<file path="src/hw/rtl/lss_pkg.sv">
// lss_pkg: shared types and constants of the lifo stack with search
// opcodes, status codes, controller states and the memory request bundle
// no dependencies
`default_nettype none

package lss_pkg;

   localparam int DATA_W              = 32;
   localparam int COUNT_OUT_W         = 9;
   localparam int DEFAULT_STACK_DEPTH = 256;
   // widest address the depth range needs (65536 entries)
   localparam int MAX_ADDR_W          = 16;

   typedef enum logic [1:0] {
      OP_PUSH   = 2'd0,
      OP_POP    = 2'd1,
      OP_PEEK   = 2'd2,
      OP_SEARCH = 2'd3
   } op_type;

   typedef enum logic [1:0] {
      STAT_OK    = 2'd0,
      STAT_EMPTY = 2'd1,
      STAT_FULL  = 2'd2
   } status_type;

   typedef enum logic [1:0] {
      ST_IDLE,
      ST_READ,
      ST_SCAN,
      ST_DONE
   } state_type;

   typedef struct packed {
      logic                  wr_en;
      logic                  rd_en;
      logic [MAX_ADDR_W-1:0] addr;
      logic [DATA_W-1:0]     wdata;
   } mem_req_type;

endpackage

`default_nettype wire

</file>
<file path="src/hw/rtl/lss_if.sv">
// lss_req_if, lss_rsp_if: valid/ready channels of the lifo stack
// depends on lss_pkg
`default_nettype none

interface lss_req_if
   import lss_pkg::*;
   ();
   logic               valid;
   logic               ready;
   op_type             opcode;
   logic signed [31:0] value;

   modport source (output valid, output opcode, output value, input ready);
   modport sink   (input valid, input opcode, input value, output ready);
endinterface

interface lss_rsp_if
   import lss_pkg::*;
   ();
   logic               valid;
   logic               ready;
   status_type         status;
   logic signed [31:0] data_out;
   logic               found;
   logic [8:0]         entry_count;
   logic signed [31:0] entry_sum;

   modport source (output valid, output status, output data_out, output found,
                   output entry_count, output entry_sum, input ready);
   modport sink   (input valid, input status, input data_out, input found,
                   input entry_count, input entry_sum, output ready);
endinterface

`default_nettype wire

</file>
<file path="src/hw/rtl/lss_ctrl.sv">
// lss_ctrl: request sequencer, count and sum registers, search walk, result register
// depends on lss_pkg, lss_if; drives the store in lss_mem
`default_nettype none

module lss_ctrl
   import lss_pkg::*;
#(
   parameter int STACK_DEPTH = DEFAULT_STACK_DEPTH
) (
   input  wire logic              clock,
   input  wire logic              reset,
   lss_req_if.sink                req_bus,
   lss_rsp_if.source              rsp_bus,
   output      mem_req_type       mem_req,
   input  wire logic [DATA_W-1:0] mem_rdata
);

   localparam int ADDR_W  = $clog2(STACK_DEPTH);
   localparam int COUNT_W = $clog2(STACK_DEPTH + 1);

   state_type          state_ff, state_in;
   logic [COUNT_W-1:0] count_ff, count_in;
   logic [DATA_W-1:0]  sum_ff, sum_in;
   op_type             op_ff, op_in;
   logic [DATA_W-1:0]  val_ff, val_in;
   logic [ADDR_W-1:0]  idx_ff, idx_in;
   status_type         stat_ff, stat_in;
   logic [DATA_W-1:0]  data_ff, data_in;
   logic               found_ff, found_in;

   logic               rsp_valid_ff, rsp_valid_in;
   status_type         rsp_status_ff;
   logic [DATA_W-1:0]  rsp_data_ff;
   logic               rsp_found_ff;
   logic [8:0]         rsp_count_ff;
   logic [DATA_W-1:0]  rsp_sum_ff;

   logic               req_beat;
   logic               out_free;
   logic               load_rsp;
   logic [COUNT_W-1:0] count_dec;

   assign req_beat  = req_bus.valid && (state_ff == ST_IDLE);
   assign out_free  = !rsp_valid_ff || rsp_bus.ready;
   assign load_rsp  = (state_ff == ST_DONE) && out_free;
   assign count_dec = count_ff - COUNT_W'(1);

   always_ff @(posedge clock) begin
      if (reset) begin
         state_ff     <= ST_IDLE;
         count_ff     <= '0;
         sum_ff       <= '0;
         rsp_valid_ff <= 1'b0;
      end else begin
         state_ff     <= state_in;
         count_ff     <= count_in;
         sum_ff       <= sum_in;
         rsp_valid_ff <= rsp_valid_in;
      end
   end

   always_ff @(posedge clock) begin
      op_ff    <= op_in;
      val_ff   <= val_in;
      idx_ff   <= idx_in;
      stat_ff  <= stat_in;
      data_ff  <= data_in;
      found_ff <= found_in;
      if (load_rsp) begin
         rsp_status_ff <= stat_ff;
         rsp_data_ff   <= data_ff;
         rsp_found_ff  <= found_ff;
         rsp_count_ff  <= 9'(count_ff);
         rsp_sum_ff    <= sum_ff;
      end
   end

   always_comb begin
      state_in = state_ff;
      count_in = count_ff;
      sum_in   = sum_ff;
      op_in    = op_ff;
      val_in   = val_ff;
      idx_in   = idx_ff;
      stat_in  = stat_ff;
      data_in  = data_ff;
      found_in = found_ff;
      mem_req  = '0;

      case (state_ff)
         ST_IDLE: begin
            if (req_beat) begin
               op_in    = req_bus.opcode;
               val_in   = req_bus.value;
               stat_in  = STAT_OK;
               data_in  = '0;
               found_in = 1'b0;
               state_in = ST_DONE;
               case (req_bus.opcode)
                  OP_PUSH: begin
                     if (count_ff == COUNT_W'(STACK_DEPTH)) begin
                        stat_in = STAT_FULL;
                     end else begin
                        mem_req.wr_en = 1'b1;
                        mem_req.addr  = MAX_ADDR_W'(count_ff[ADDR_W-1:0]);
                        mem_req.wdata = req_bus.value;
                        count_in      = count_ff + COUNT_W'(1);
                        sum_in        = sum_ff + req_bus.value;
                     end
                  end
                  OP_POP, OP_PEEK: begin
                     if (count_ff == '0) begin
                        stat_in = STAT_EMPTY;
                     end else begin
                        mem_req.rd_en = 1'b1;
                        mem_req.addr  = MAX_ADDR_W'(count_dec[ADDR_W-1:0]);
                        state_in      = ST_READ;
                     end
                  end
                  OP_SEARCH: begin
                     // walk starts at the top entry
                     if (count_ff != '0) begin
                        mem_req.rd_en = 1'b1;
                        mem_req.addr  = MAX_ADDR_W'(count_dec[ADDR_W-1:0]);
                        idx_in        = count_dec[ADDR_W-1:0];
                        state_in      = ST_SCAN;
                     end
                  end
                  default: begin
                     state_in = ST_DONE;
                  end
               endcase
            end
         end
         ST_READ: begin
            data_in = mem_rdata;
            if (op_ff == OP_POP) begin
               count_in = count_dec;
               sum_in   = sum_ff - mem_rdata;
            end
            state_in = ST_DONE;
         end
         ST_SCAN: begin
            // read data belongs to idx_ff; next read issued one below
            if (mem_rdata == val_ff) begin
               found_in = 1'b1;
               state_in = ST_DONE;
            end else if (idx_ff == '0) begin
               state_in = ST_DONE;
            end else begin
               mem_req.rd_en = 1'b1;
               mem_req.addr  = MAX_ADDR_W'(idx_ff - ADDR_W'(1));
               idx_in        = idx_ff - ADDR_W'(1);
            end
         end
         ST_DONE: begin
            if (out_free) begin
               state_in = ST_IDLE;
            end
         end
         default: begin
            state_in = ST_IDLE;
         end
      endcase
   end

   always_comb begin
      rsp_valid_in = rsp_valid_ff;
      if (load_rsp) begin
         rsp_valid_in = 1'b1;
      end else if (rsp_bus.ready) begin
         rsp_valid_in = 1'b0;
      end
   end

   assign req_bus.ready       = (state_ff == ST_IDLE);
   assign rsp_bus.valid       = rsp_valid_ff;
   assign rsp_bus.status      = rsp_status_ff;
   assign rsp_bus.data_out    = rsp_data_ff;
   assign rsp_bus.found       = rsp_found_ff;
   assign rsp_bus.entry_count = rsp_count_ff;
   assign rsp_bus.entry_sum   = rsp_sum_ff;

endmodule

`default_nettype wire

</file>
<file path="src/flat_wrapper.sv">
// flat-port wrapper written by rule: the top's interface ports become plain ports
module lss_ctrl_flat import lss_pkg::*;
#(
   parameter int STACK_DEPTH = DEFAULT_STACK_DEPTH
)
  (clock, reset, mem_req, mem_rdata, req_bus_valid, req_bus_opcode, req_bus_value, req_bus_ready, rsp_bus_valid, rsp_bus_status, rsp_bus_data_out, rsp_bus_found, rsp_bus_entry_count, rsp_bus_entry_sum, rsp_bus_ready);
  lss_req_if req_bus_i ();
  lss_rsp_if rsp_bus_i ();
  input  wire logic clock;
  input  wire logic reset;
  output      mem_req_type mem_req;
  input  wire logic [DATA_W-1:0] mem_rdata;
  input wire logic [$bits(req_bus_i.valid)-1:0] req_bus_valid;
  input wire logic [$bits(req_bus_i.opcode)-1:0] req_bus_opcode;
  input wire logic [$bits(req_bus_i.value)-1:0] req_bus_value;
  output wire logic [$bits(req_bus_i.ready)-1:0] req_bus_ready;
  output wire logic [$bits(rsp_bus_i.valid)-1:0] rsp_bus_valid;
  output wire logic [$bits(rsp_bus_i.status)-1:0] rsp_bus_status;
  output wire logic [$bits(rsp_bus_i.data_out)-1:0] rsp_bus_data_out;
  output wire logic [$bits(rsp_bus_i.found)-1:0] rsp_bus_found;
  output wire logic [$bits(rsp_bus_i.entry_count)-1:0] rsp_bus_entry_count;
  output wire logic [$bits(rsp_bus_i.entry_sum)-1:0] rsp_bus_entry_sum;
  input wire logic [$bits(rsp_bus_i.ready)-1:0] rsp_bus_ready;
  assign req_bus_i.valid = req_bus_valid;
  assign req_bus_i.opcode = req_bus_opcode;
  assign req_bus_i.value = req_bus_value;
  assign req_bus_ready = req_bus_i.ready;
  assign rsp_bus_valid = rsp_bus_i.valid;
  assign rsp_bus_status = rsp_bus_i.status;
  assign rsp_bus_data_out = rsp_bus_i.data_out;
  assign rsp_bus_found = rsp_bus_i.found;
  assign rsp_bus_entry_count = rsp_bus_i.entry_count;
  assign rsp_bus_entry_sum = rsp_bus_i.entry_sum;
  assign rsp_bus_i.ready = rsp_bus_ready;
  lss_ctrl #(.STACK_DEPTH(STACK_DEPTH)) u_core (.clock(clock), .reset(reset), .req_bus(req_bus_i), .rsp_bus(rsp_bus_i), .mem_req(mem_req), .mem_rdata(mem_rdata));
endmodule
</file>
<file path="config.mk">
export PLATFORM = sky130hd
export DESIGN_NAME = lss_ctrl_flat
export DESIGN_NICKNAME = d
export VERILOG_FILES = /design/src/hw/rtl/lss_pkg.sv /design/src/hw/rtl/lss_if.sv /design/src/hw/rtl/lss_ctrl.sv /design/src/flat_wrapper.sv
export SDC_FILE = /design/constraint.sdc
export NUM_CORES = 1
export LEC_CHECK = 0
export ABC_AREA = 1
export BUFFER_PORTS_ARGS = -buffer_cell sky130_fd_sc_hd__buf_2
export CORE_MARGIN = 5
export CORE_UTILIZATION = 25
export CTS_CLUSTER_SIZE = 12
export DETAILED_ROUTE_END_ITERATION = 12
export GPL_TIMING_DRIVEN = 0
export MAX_ROUTING_LAYER = met4
export PLACE_DENSITY = 0.54
export SLEW_MARGIN = 20
export SYNTH_ARGS = -nofsm -noshare
export SYNTH_HDL_FRONTEND = slang
export SYNTH_SLANG_ARGS = --single-unit
</file>
<file path="constraint.sdc">
create_clock -name clock -period 13.9 [get_ports clock]
set_input_delay 0.695 -clock clock [delete_from_list [all_inputs] [get_ports clock]]
set_output_delay 0.695 -clock clock [all_outputs]
set_load 0.05 [all_outputs]
</file>
### After elaboration in Yosys (flattened, before gate mapping)

Cells that the tools add are included.

* input port bits: 70
* output and inout bits: 128
* logic and storage cells: 108
* bits in registers: 197

* multiplexer cells: 48
* eq/ne operators: 20
* add/sub/neg operators: 6
* reduce and logical (&&, ||, !) cells: 19

Operator list (count)
* $mux 32: 7
* $pmux 32 s2: 2
* $mux 17: 4
* $mux 50: 1
* $pmux 16 s3: 1
* $mux 40: 1
* $mux 8: 5
* $mux 9: 4
* $pmux 17 s2: 1
* $add 32x32->32: 1
* $eq 32x32->1: 1
* $sub 32x32->32: 1
* $pmux 9 s2: 1
* $pmux 8 s2: 1
* $ne 2x1->1 const B: 7
* $mux 2: 6
* $add 9x1->9 const B: 1
* $eq 9x9->1 const B: 1
* $logic_not 9->1: 1
* $mux 1: 9
* $reduce_bool 9->1: 1
* $sub 8x1->9 const B: 1
* $sub 9x1->9 const B: 1
* $eq 2x2->1 const B: 4
* other kinds (18): 30

### Depth between registers and ports, before layout

* word-level depth: 5
* mapped depth: 27
* mapped depth without buffers: 27

### Worst setup path before layout

No wires, ideal clock.

* kind: input -> register
* start point: input port rsp_bus_ready
* end point: register u_core.rsp_data_ff[0] (netlist: u_core.rsp_bus.data_out[0]), enable pin
* setup time: 0.535 ns
* arrival: 4.419 ns
* buffers on the path: 0
* path slack: 8.947 ns
* required time: 13.365 ns
* stages: 2
* cell sequence: inv_1 > a21oi_1

* cells in the longest elaborated chain, start to end: 2

Ends and longest elaborated chain
* start: declaration: RTL line flat_wrapper.sv:23 `input wire logic [$bits(rsp_bus_i.ready)-1:0] rsp_bus_ready;`
* $logic_or 1x1->1: RTL line lss_ctrl.sv:44 `assign out_free = !rsp_valid_ff || rsp_bus.ready;`
* $logic_and 1x1->1: RTL line lss_ctrl.sv:45 `assign load_rsp = (state_ff == ST_DONE) && out_free;`
* via u_core.load_rsp: RTL line lss_ctrl.sv:40 `logic load_rsp;`
* end signal: assignment: RTL line lss_ctrl.sv:71 `rsp_data_ff <= data_ff;`
* end: declaration: RTL line lss_ctrl.sv:33 `logic [DATA_W-1:0] rsp_data_ff;`

The timed path passes the listed nets, and every way through them passes these cells.
A chain may end at the register's enable or synchronous reset.

### Final worst setup path

* start point: register u_core.state_ff[1]
* end point: register u_core.sum_ff[29]

* cells in the longest elaborated chain, start to end: 4
* elaborated cells on any way between the ends: 10
* those cells by class: eq/ne (5); mux (1); reduce/logical (4)

Ends and longest elaborated chain
* start: declaration: RTL line lss_ctrl.sv:21 `state_type state_ff, state_in;`
* start signal: assignment: RTL line lss_ctrl.sv:55 `state_ff <= state_in;`
* $logic_not 2->1: RTL line lss_ctrl.sv:43, lss_ctrl.sv:90
* $logic_and 1x1->1: RTL line lss_ctrl.sv:43 `assign req_beat = req_bus.valid && (state_ff == ST_IDLE);`
* $ne 2x1->1 (no source line)
* $reduce_and 5->1 (no source line)
* end signal: assignment: RTL line lss_ctrl.sv:57 `sum_ff <= sum_in;`
* end: declaration: RTL line lss_ctrl.sv:23 `logic [DATA_W-1:0] sum_ff, sum_in;`

Parallel ways exist; a longest one is shown, timed or not.

==> metrics.txt <==
gr ovfl total=0; global routing's busiest layer=met2; Worst path top cell family by delay=buffers and inverters; CTS clk-pin slew, worst paths=80 ps; FF+latch count, synth=197; met1 GRT Util=around a fifth; Hold Startpoint=u_core.data_ff[29]$_SDFFCE_PN0P_; reg2reg path depth=17; crit-path max cell delay=590 ps; main combinational cell family by area after synthesis=simple AND/OR/NAND/NOR gates; Storage cell area=~5500 sq um; flop-to-flop setup slack=9460 ps; Worst R2R Start=u_core.state_ff[1]$_SDFFE_PP0P_; crit path max fanout=10; H-tree depth=4; Global Route met2 Usage=24.7%; Die Area=48600 sq um; Adder-Cell Fraction of Synth Area=between 4 and 5%; drt first pass iters=6; Mapped Cells=between 1000 and 1500; DRT iter0 DRCs=804; # IOs=198; fill count=4666; cell accounting for the most synthesized area=edfxtp_1; Post-synth top flop=edfxtp_1; CP endpoint kind=register; worst setup margin=9460 ps; Synth cell types=51; max_cap viols=0; P_leak=6.09 nW; Buf/Inv on CP=6; Final Non-Filler Cells=2119; total number of vias=9435; Netlist Area Pre-Place=roughly 11000 sq um; Post-CTS Setup Inserts=0; CTS sink cnt=197; status=completed; Syn Area/Cell=8.60 sq um; synth top area cells=edfxtp_1 41%, nand2_1 9.2%, dfxtp_1 8.0%; unrepaired setup endpoints after global routing=no; row cnt=77; Root Driver=clkbuf_16; arrival time worst endpoint=roughly 4800 ps; DRC viols=0; hold crit path type=reg -> reg; most common cell after layout, fill and taps aside=nand2_1; remaining antenna violation count=0; placed insts=around 2100; vias in the first global route=between 9000 and 10000; fmax=225 MHz; most frequent cells in the layout=271 x nand2_1, 197 x buf_2, 172 x inv_1, 172 x nor2_1, 153 x edfxtp_1; FF-to-FF End=u_core.sum_ff[29]$_SDFFE_PP0P_; Tot Pwr=0.00277 W; Post-synth ARST share=0%; IR drop worst, VDD=slightly above 0.00008 V; Total GRT Usage=15.2%; Power Dens Cells=204 nW/um^2; Avg WL per Cell=17.2 microns; first-pass GRT wire length=54200 microns; Resize count post-CTS=0; clock buffer depth=2; Yosys top cell area share=about two fifths; CTS tree=yes; Clk Latency, worst-skew pair=roughly 460 ps; sequential share of the synthesized area=49.4%; slowest cell on the critical path=o21ai_0; Final Wtd Congestion=0.914; cell count of the worst hold path=0; Fin. Hold Viols=0; pre-CTS WS=roughly 9400 ps; Final min period=4440 ps; Min-Delay Endpoint=u_core.rsp_bus.data_out[29]$_DFFE_PP_; Core Area=44000 sq um; met3 Usage GRT=approximately 2.0%; largest net degree at the start of global routing=35; worst path required time=around 14000 ps; Area Overhead vs Synth=22.7%; nets=approximately 1600; Post-synth EDFFs=153; post-synthesis mux area share=0%; critical path type=reg -> reg; nature of the critical path startpoint=register; clk_skew=18.5 ps; Port Buffer Count=189; antenna violations before repair=5; final WL=36500 microns; Worst-Margin Slew=roughly 890 ps; Synth Area in Simple Gates=22.3%; # hold bufs at CTS=0; Slew HR=40.6%; Initial Util=about a quarter; total clock buffers created by CTS=17; Syn. warnings=0; die width=220 microns; layout cells sized above 1=19.3%; compound-gate portion of the synthesized area=10.5%; Slew Limit Fails=0; dpl hpwl=29800 microns; vias per inst=4.45; setup tns final=0 ps; Setup violations, final=0; Core Util, Final=between 30% and 40%; final period utilization=32.0%; area of the multi-input gates=4760 sq um; crit-path cells=inv_1, ha_1, buf_4, inv_2, clkbuf_1, buf_1, a31oi_1, ha_1, a21oi_1, nand2_1, a21boi_1, o21ai_0, nand3b_1, nand3_1, nand3_1, nand2_1, inv_1; Post-Synth XOR/XNOR Area=4.82%; Die H=220 microns
## report_power, final
group | internal, W | switching [W]
clock network | 0.000277 | 0.000256
logic | 0.000388 | 0.000918
registers | 0.000854 | 0.0000797
## per-layer routing
metal  up-vias  part of all wire, %
li1       4713                    -
met5         -                    0
met4         0                  2.6
met1      4391                   44
met3        46                  5.4
met2       285                   48
## cells in the mapped netlist, drive strengths merged (3+ instances only)
master and n:
a211oi 3, a21boi 3, a21o 5, a21oi 69, a31oi 20, buf 24
clkbuf 12, dfxtp 44, edfxtp 153, ha 42, inv 178, nand2 275
nand3 68, nand4 17, nor2 182, nor3 26, o211ai 9, o21ai 66
o21bai 4, o221ai 7, or2 5, xnor2 39, xor2 22
## sequential cells by signal, indices dropped and copies added, names as in the netlist
register	flops
u_core.rsp_bus.found	1
u_core.data_ff	32
u_core.rsp_bus.entry_sum	32
u_core.state_ff	2
u_core.idx_ff	8
u_core.rsp_bus.valid	1
u_core.val_ff	32
u_core.sum_ff	32
u_core.stat_ff	2
u_core.count_ff	9
u_core.found_ff	1
u_core.op_ff	2
u_core.rsp_bus.status	2
u_core.rsp_bus.data_out	32
u_core.rsp_bus.entry_count	9
## worst max-delay path by stage
stage,from,endpoint,depth (start not counted)
2_1_floorplan,rsp_bus_ready,u_core.rsp_bus.data_out[0]$_DFFE_PP_,2
3_3_place_gp,rsp_bus_ready,u_core.rsp_bus.data_out[27]$_DFFE_PP_,3
3_5_place_dp,u_core.state_ff[1]$_SDFFE_PP0P_,u_core.sum_ff[29]$_SDFFE_PP0P_,17
4_1_cts,u_core.state_ff[1]$_SDFFE_PP0P_,u_core.sum_ff[29]$_SDFFE_PP0P_,17
5_1_grt,u_core.state_ff[1]$_SDFFE_PP0P_,u_core.sum_ff[29]$_SDFFE_PP0P_,17
6_report,u_core.state_ff[1]$_SDFFE_PP0P_,u_core.sum_ff[29]$_SDFFE_PP0P_,17
## per-stage QoR
stage | cell area, sq um | hold WS (ps)
6_report | 13600 | 419
3_3_place_gp | 12800 | 403
3_5_place_dp | 13000 | 405
2_1_floorplan | 11100 | 400
5_1_grt | 13600 | 424
4_1_cts | 13600 | 421
## final cells by class
| class | instances | area share (%) |
|---|---|---|
| Sequential cell | 197 | 40.3 |
| Multi-Input combinational cell | 883 | 35.0 |
| Timing Repair Buffer | 195 | 7.97 |
| Tap cell | 592 | 5.45 |
| Inverter | 179 | 4.95 |
| Clock buffer | 17 | 3.13 |
| Buffer | 36 | 1.62 |
| Clock inverter | 15 | 1.51 |
| Antenna cell | 5 | 0.0920 |
## cells by family after synthesis
kind of cell	count (synthesis)
adder cells (fa/ha/maj)	43
XOR/XNOR	61
flip-flops	197
other	1
AND/OR/NAND/NOR	579
AO/OA/AOI/OAI	192
buffers and inverters	215
Power figures use the tool's default switching activity.
